`config.mk`:
```
export PLATFORM = sky130hd
export DESIGN_NAME = heartbeat_phi_failure_detector_top
export DESIGN_NICKNAME = d
export VERILOG_FILES = /design/src/sv/hbphi_pkg.sv /design/src/sv/hbphi_ram.sv /design/src/sv/heartbeat_phi_failure_detector_top.sv
export SDC_FILE = /design/constraint.sdc
export NUM_CORES = 2
export LEC_CHECK = 0
export BUFFER_PORTS_ARGS = -buffer_cell sky130_fd_sc_hd__buf_2
export CORE_MARGIN = 2
export CORE_UTILIZATION = 30
export DETAILED_ROUTE_END_ITERATION = 8
export HOLD_SLACK_MARGIN = 0.1
export SLEW_MARGIN = 20
export SYNTH_ARGS = -nofsm -noshare
export SYNTH_HDL_FRONTEND = slang
export SYNTH_SLANG_ARGS = --single-unit
export TNS_END_PERCENT = 50
```
`constraint.sdc`:
```
create_clock -name clk -period 10.8 [get_ports clk]
set_clock_uncertainty 0.15 [all_clocks]
set_input_delay 1.08 -clock clk [delete_from_list [all_inputs] [get_ports clk]]
set_output_delay 1.08 -clock clk [all_outputs]
set_load 0.02 [all_outputs]
```
`src/sv/hbphi_pkg.sv`:
```
// ----------------------------------------------------------------------------
// hbphi_pkg
// Shared constants and codes for the heartbeat phi failure detector.
// ----------------------------------------------------------------------------
package hbphi_pkg;

  localparam int WINDOW_DEPTH = 16;
  localparam int SLOT_W       = $clog2(WINDOW_DEPTH);
  localparam int COUNT_W      = $clog2(WINDOW_DEPTH + 1);

  localparam int OPCODE_W     = 2;
  localparam int STAMP_W      = 64;
  localparam int IVAL_W       = 32;
  localparam int TOTAL_W      = IVAL_W + SLOT_W;
  localparam int THR_W        = 16;
  localparam int SAMPLES_W    = 5;

  localparam logic [THR_W-1:0] THR_RESET = 16'd2048;

  localparam int                  LOG10E_W   = 15;
  localparam logic [LOG10E_W-1:0] LOG10E_Q16 = 15'd28462;
  localparam int                  MIN_SAMPLES = 3;

  localparam int K_W    = COUNT_W + LOG10E_W;
  localparam int LHS_W  = IVAL_W + K_W;
  localparam int RLO_W  = THR_W + IVAL_W;
  localparam int RHI_W  = THR_W + SLOT_W;
  localparam int RSUM_W = THR_W + TOTAL_W;
  localparam int RHS_W  = RSUM_W + 8;
  localparam int CMP_W  = (LHS_W > RHS_W) ? LHS_W : RHS_W;

  typedef enum logic [OPCODE_W-1:0] {
    OP_BEAT       = 2'd0,
    OP_CLEAR_BEAT = 2'd1,
    OP_CLEAR      = 2'd2,
    OP_NONE       = 2'd3
  } opcode_t;

endpackage

```
`src/sv/hbphi_ram.sv`:
```
// ----------------------------------------------------------------------------
// hbphi_ram
// Generic single-port-write, single-port-read RAM with a registered read.
// ----------------------------------------------------------------------------
module hbphi_ram #(
  parameter int WIDTH = 32,
  parameter int DEPTH = 16
) (
  input  logic                     clk,
  input  logic                     we,
  input  logic [$clog2(DEPTH)-1:0] waddr,
  input  logic [WIDTH-1:0]         wdata,
  input  logic [$clog2(DEPTH)-1:0] raddr,
  output logic [WIDTH-1:0]         rdata
);

  logic [WIDTH-1:0] mem [DEPTH];

  always_ff @(posedge clk) begin
    if (we) begin
      mem[waddr] <= wdata;
    end
    rdata <= mem[raddr];
  end

endmodule

```
`src/sv/heartbeat_phi_failure_detector_top.sv`:
```
// ----------------------------------------------------------------------------
// heartbeat_phi_failure_detector_top
// Phi accrual failure detector over heartbeat timestamps.
// ----------------------------------------------------------------------------
// Each accepted beat passes through the states in order: ST_LOAD applies a
// clear, forms the interval and issues the ring read, ST_READ does the
// read-modify-write of the interval ring and running sum, ST_MUL1 and ST_MUL2
// do the split multiplies, ST_CMP the final add and compare, and ST_DONE
// loads the output register once it is free. A beat that records no interval
// goes from ST_LOAD straight to ST_DONE. One beat is in work at a time, and
// the next is accepted while the previous result waits at the output register.
module heartbeat_phi_failure_detector_top (
  input  logic                            clk,
  input  logic                            rst,
  input  logic                            cfg_wen,
  input  logic [hbphi_pkg::THR_W-1:0]     cfg_wdata,
  input  logic                            in_valid,
  output logic                            in_ready,
  input  logic [hbphi_pkg::OPCODE_W-1:0]  opcode,
  input  logic [hbphi_pkg::STAMP_W-1:0]   stamp_usec,
  output logic                            out_valid,
  input  logic                            out_ready,
  output logic                            leader_failed,
  output logic                            interval_recorded,
  output logic [hbphi_pkg::SAMPLES_W-1:0] samples_held
);

  import hbphi_pkg::*;

  typedef enum logic [6:0] {
    ST_IDLE = 7'b0000001,
    ST_LOAD = 7'b0000010,
    ST_READ = 7'b0000100,
    ST_MUL1 = 7'b0001000,
    ST_MUL2 = 7'b0010000,
    ST_CMP  = 7'b0100000,
    ST_DONE = 7'b1000000
  } state_t;

  state_t               state;
  opcode_t              op_q;
  logic [STAMP_W-1:0]   stamp_q;
  logic [STAMP_W-1:0]   previous_stamp;
  logic [SLOT_W-1:0]    write_slot;
  logic [COUNT_W-1:0]   sample_count;
  logic [TOTAL_W-1:0]   interval_total;
  logic [THR_W-1:0]     phi_threshold_q8;
  logic [IVAL_W-1:0]    ival;
  logic [K_W-1:0]       lhs_k;
  logic [RLO_W-1:0]     rhs_lo;
  logic [LHS_W-1:0]     lhs;
  logic [RHI_W-1:0]     rhs_hi;
  logic                 res_failed;
  logic                 res_stored;
  logic [SAMPLES_W-1:0] res_count;

  logic                 clr;
  logic                 hb;
  logic [STAMP_W-1:0]   prev_eff;
  logic [STAMP_W-1:0]   diff;
  logic [IVAL_W-1:0]    ival_next;
  logic                 go_on;
  logic                 full;
  logic [TOTAL_W-1:0]   total_next;
  logic [COUNT_W-1:0]   count_next;
  logic [SLOT_W-1:0]    slot_next;
  logic [RSUM_W-1:0]    rhs_sum;
  logic [RHS_W-1:0]     rhs_full;
  logic                 failed_next;
  logic                 ram_we;
  logic [SLOT_W-1:0]    ram_raddr;
  logic [IVAL_W-1:0]    ram_rdata;

  assign in_ready = (state == ST_IDLE);

  always_comb begin
    clr       = op_q inside {OP_CLEAR_BEAT, OP_CLEAR};
    hb        = op_q inside {OP_BEAT, OP_CLEAR_BEAT};
    prev_eff  = clr ? '0 : previous_stamp;
    diff      = stamp_q - prev_eff;
    ival_next = (|diff[STAMP_W-1:IVAL_W]) ? '1 : diff[IVAL_W-1:0];
    go_on     = hb && (prev_eff != '0);
    ram_raddr = clr ? '0 : write_slot;
  end

  always_comb begin
    full       = (sample_count == COUNT_W'(WINDOW_DEPTH));
    total_next = interval_total - (full ? TOTAL_W'(ram_rdata) : '0) + TOTAL_W'(ival);
    count_next = full ? sample_count : sample_count + 1'b1;
    slot_next  = (write_slot == SLOT_W'(WINDOW_DEPTH - 1)) ? '0 : write_slot + 1'b1;
    ram_we     = (state == ST_READ);
  end

  always_comb begin
    rhs_sum     = {rhs_hi, {IVAL_W{1'b0}}} + RSUM_W'(rhs_lo);
    rhs_full    = {rhs_sum, 8'b0};
    failed_next = (sample_count >= COUNT_W'(MIN_SAMPLES)) && (ival != '0)
                  && (interval_total != '0) && (CMP_W'(lhs) > CMP_W'(rhs_full));
  end

  hbphi_ram #(
    .WIDTH (IVAL_W),
    .DEPTH (WINDOW_DEPTH)
  ) u_ring (
    .clk   (clk),
    .we    (ram_we),
    .waddr (write_slot),
    .wdata (ival),
    .raddr (ram_raddr),
    .rdata (ram_rdata)
  );

  always_ff @(posedge clk) begin
    if (rst) begin
      phi_threshold_q8 <= THR_RESET;
    end else if (cfg_wen) begin
      phi_threshold_q8 <= cfg_wdata;
    end
  end

  always_ff @(posedge clk) begin
    if (rst) begin
      state          <= ST_IDLE;
      previous_stamp <= '0;
      write_slot     <= '0;
      sample_count   <= '0;
      interval_total <= '0;
      out_valid      <= 1'b0;
    end else begin
      if (state == ST_DONE && (!out_valid || out_ready)) begin
        out_valid <= 1'b1;
      end else if (out_ready) begin
        out_valid <= 1'b0;
      end
      case (state)
        ST_IDLE: begin
          if (in_valid) begin
            op_q    <= opcode_t'(opcode);
            stamp_q <= stamp_usec;
            state   <= ST_LOAD;
          end
        end
        ST_LOAD: begin
          if (clr) begin
            write_slot     <= '0;
            sample_count   <= '0;
            interval_total <= '0;
          end
          if (hb) begin
            previous_stamp <= stamp_q;
          end else if (clr) begin
            previous_stamp <= '0;
          end
          ival <= ival_next;
          if (go_on) begin
            state <= ST_READ;
          end else begin
            res_failed <= 1'b0;
            res_stored <= 1'b0;
            res_count  <= clr ? '0 : SAMPLES_W'(sample_count);
            state      <= ST_DONE;
          end
        end
        ST_READ: begin
          write_slot     <= slot_next;
          sample_count   <= count_next;
          interval_total <= total_next;
          res_stored     <= 1'b1;
          res_count      <= SAMPLES_W'(count_next);
          state          <= ST_MUL1;
        end
        ST_MUL1: begin
          lhs_k  <= K_W'(sample_count) * K_W'(LOG10E_Q16);
          rhs_lo <= RLO_W'(phi_threshold_q8) * RLO_W'(interval_total[IVAL_W-1:0]);
          state  <= ST_MUL2;
        end
        ST_MUL2: begin
          lhs    <= LHS_W'(ival) * LHS_W'(lhs_k);
          rhs_hi <= RHI_W'(phi_threshold_q8) * RHI_W'(interval_total[TOTAL_W-1:IVAL_W]);
          state  <= ST_CMP;
        end
        ST_CMP: begin
          res_failed <= failed_next;
          state      <= ST_DONE;
        end
        ST_DONE: begin
          if (!out_valid || out_ready) begin
            leader_failed     <= res_failed;
            interval_recorded <= res_stored;
            samples_held      <= res_count;
            state             <= ST_IDLE;
          end
        end
        default: begin
          state <= ST_IDLE;
        end
      endcase
    end
  end

  a_fail_needs_interval: assert property (@(posedge clk) disable iff (rst)
    out_valid |-> (!leader_failed || interval_recorded))
    else $error("Failure flagged on a beat that recorded no interval.");

  a_count_bounded: assert property (@(posedge clk) disable iff (rst)
    sample_count <= COUNT_W'(WINDOW_DEPTH))
    else $error("Sample count exceeds the window depth.");

  a_one_in_work: assert property (@(posedge clk) disable iff (rst)
    (in_valid && in_ready) |=> !in_ready)
    else $error("A second beat was accepted while one is in work.");

  a_ring_write_advances: assert property (@(posedge clk) disable iff (rst)
    ram_we |=> (res_stored && (sample_count != '0)))
    else $error("Ring write did not record a sample.");

endmodule

```
==> out/metrics.csv <==
metric,value,unit
firstDrtPassIters,6,
drc_errors,0,
finalHoldViolations,0,
hold_path_end,samples_held[1],
drt_iter0_drc,5127,
path_clk_slew,0.06,ns
period_needed,8.188,ns
postLayoutCoreUtil,33.08,%
wire_per_inst,20.71,um
finalNonFillerCells,11620,
critPathKind,reg -> reg,
tns,0,ns
cts_htree_levels,3,
grt_pass1_wl,370800,um
yosys.cell_types.count,83,
die_h,526.9,um
maxCapViolCount,0,
fp.dieArea,277600,sq um
wl_met2,111000,um
route.top_layer_used,met4,
area_growth,9.473,%
tightest_slew,1.269,ns
avgSynthCellArea,10.15,sq um
drive_gt1_share,7.256,%
slew_headroom,14.66,%
crit_required,11.09,ns
critPathCaptureType,flip-flop,
start_kind,flip-flop,
r2r_end,rhs_lo[45],
nets,9546,
finalCritPeriodShare,75.81,%
grt_pass1_vias,61015,
final_area,89790,sq um
place.detailed.hpwl,170600,um
worstHoldPathType,reg -> reg,
cts.sinks,927,
cp_max_fo,22,
r2r_cells,23,
yosysWarningCount,0,
synth-edff-count,762,
r2r_slack,2.61,ns
worst_hold_slack,0.2698,ns
drv_slew,0,
yosysSeqAreaShare,31.92,%
synth_nets,9659,
ys_ff_latch,927,
min_from,res_count[1],
n_fill_cell,27524,
cts_buffers,99,
post-cts-setup-buffers,0,
ir_worst_vdd,0.0001375,V
vias,58887,
cts-root-buf,clkbuf_16,
start_util,30.21,%
port-buffer-count,95,
rsz0062_at_grt,no,
crit_arrival,8.47,ns
status,finished clean,
io_pins,96,
mostFrequentLayoutCells,"inv_1, fa_1, nand2_1, edfxtp_1, and2_1",
finalWirelength,240700,um
std_cell_rows,191,
dp_cells,11437,
synth_area,82020,sq um
placed_area,86520,sq um
syn_inst,8081,
grt-ovfl-total,0,
ant_nets,0,
r2r_start,phi_threshold_q8[14],
setup_violations,0,
gp_congestion,0.9100,
wl_met3,16640,um
worstSkewPairLatency,0.74,ns
antenna_found_initial,5,
grt_max_degree,113,
cts_hold_buf,0,
die_w,526.9,um
cts_tree,yes,
power_density,87.28,nW/um^2
cts_max_path_buffers,3,
synth_flop_cell,edfxtp_1,
grt_use_total,17.18,%
coreArea,271500,sq um
min_path_cells,0,
cts_resized,0,
final_common_cell,inv_1,
power.leakage,39.68,nW
vias_per_cell,5.068,
drt-met1-wl,107200,um
async_flop_share,0,%
fmaxAchievable,122.1,MHz
==> report_power, final <==
part	switching [mW]	total, mW	internal, mW
clock network	1.51	3.46	1.95
logic	0.335	0.488	0.154
registers	0.0367	3.89	3.85
==> how the worst max path moves through the flow <==
stage	start	end	slack (ns)	cells past startpoint
global placement	phi_threshold_q8[14]	rhs_lo[45]	2.72	23
CTS	phi_threshold_q8[14]	rhs_lo[45]	2.66	23
global route	interval_total[11]	rhs_lo[45]	2.33	23
detailed placement	phi_threshold_q8[14]	rhs_lo[45]	2.70	23
finish	phi_threshold_q8[14]	rhs_lo[45]	2.61	23
floorplan	ival[10]	lhs[45]	3.83	25
==> flip-flops by register name, summed over array words and instances (netlist names) <==
name / flops
res_stored: 1
previous_stamp: 64
lhs: 51
out_valid: 1
samples_held: 5
interval_total: 36
res_count: 5
interval_recorded: 1
rhs_lo: 48
sample_count: 5
ival: 32
rhs_hi: 20
leader_failed: 1
res_failed: 1
stamp_q: 64
lhs_k: 19
u_ring.rdata: 32
phi_threshold_q8: 16
op_q: 2
write_slot: 4
state: 7
u_ring.mem: 512
==> routing by layer <==
layer | global-route usage [%] | vias up
met5 | 0 | -
met4 | 4.308 | 0
met3 | 2.590 | 324
met2 | 27.84 | 2239
met1 | 23.97 | 30031
li1 | - | 26293
==> worst max-delay path: stages (launching register included) <==
cell,delay (ns)
dfxtp_1,0.98
buf_4,0.37
nand2_1,0.11
fa_1,0.49
fa_1,0.49
inv_1,0.05
fa_1,0.52
fa_1,0.44
fa_1,0.49
inv_1,0.07
fa_1,0.48
inv_1,0.05
ha_1,0.37
a21boi_0,0.37
o2111ai_1,0.20
a41oi_1,0.52
nor4_1,0.10
nor4_1,0.62
nor2_1,0.16
o21a_1,0.25
o21ai_0,0.30
a21o_1,0.17
a21oi_1,0.07
xnor2_1,0.13
==> area by class of cell <==
class | count | area [sq um] | area share [%]
antenna | 1 | 2.502 | 0.002787
clock buffer | 132 | 2723 | 3.032
clock inverter | 50 | 544.3 | 0.6061
inverter | 1305 | 4898 | 5.455
multi-input combinational | 5393 | 49370 | 54.98
sequential | 927 | 26200 | 29.17
tap | 3570 | 4467 | 4.974
timing repair buffer | 242 | 1592 | 1.772
==> per-stage QoR <==
step / power [mW] / worst slack (ns)
global route: 8.068 / 2.331
floorplan: 4.272 / 3.828
global placement: 4.438 / 2.716
finish: 7.837 / 2.612
CTS: 7.883 / 2.660
detailed placement: 4.443 / 2.704
==> logic make-up after synthesis <==
kind of cell / after synthesis / share of synthesized area (%)
buf+inv: 1761 / 8.117
compound gates: 1234 / 9.857
xor+xnor: 201 / 2.146
mux: 215 / 2.820
simple gates: 2252 / 13.23
fa+ha+maj: 1491 / 31.91
flops: 927 / 31.92
==> Yosys cell counts (17+ instances only) <==
master / count / share of area (%)
nand4_1: 89 / 0.68
buf_2: 17 / 0.10
edfxtp_1: 762 / 28
a211oi_1: 119 / 1.1
nand2_1: 944 / 4.3
nor3_1: 52 / 0.32
and2_1: 575 / 4.4
o21a_1: 52 / 0.48
inv_1: 1302 / 6.0
a31oi_1: 28 / 0.21
o221ai_1: 33 / 0.35
mux2_2: 129 / 1.8
clkbuf_1: 415 / 1.9
or3_1: 18 / 0.14
fa_1: 1001 / 24
buf_1: 20 / 0.092
a21o_1: 101 / 0.92
a221oi_1: 38 / 0.41
mux2i_1: 86 / 1.0
nand2b_1: 45 / 0.34
dfxtp_1: 165 / 4.0
a22oi_1: 54 / 0.49
xor2_1: 76 / 0.81
and3_1: 24 / 0.18
o21bai_1: 33 / 0.30
ha_1: 490 / 7.5
nand3_1: 82 / 0.50
nor2_1: 316 / 1.4
a21oi_1: 367 / 2.2
o31ai_1: 42 / 0.38
nor4_1: 25 / 0.19
o211ai_1: 22 / 0.20
o21ai_0: 201 / 1.2
xnor2_1: 125 / 1.3
nor2b_1: 29 / 0.22
Note: power is estimated with default switching activity, not from simulation.
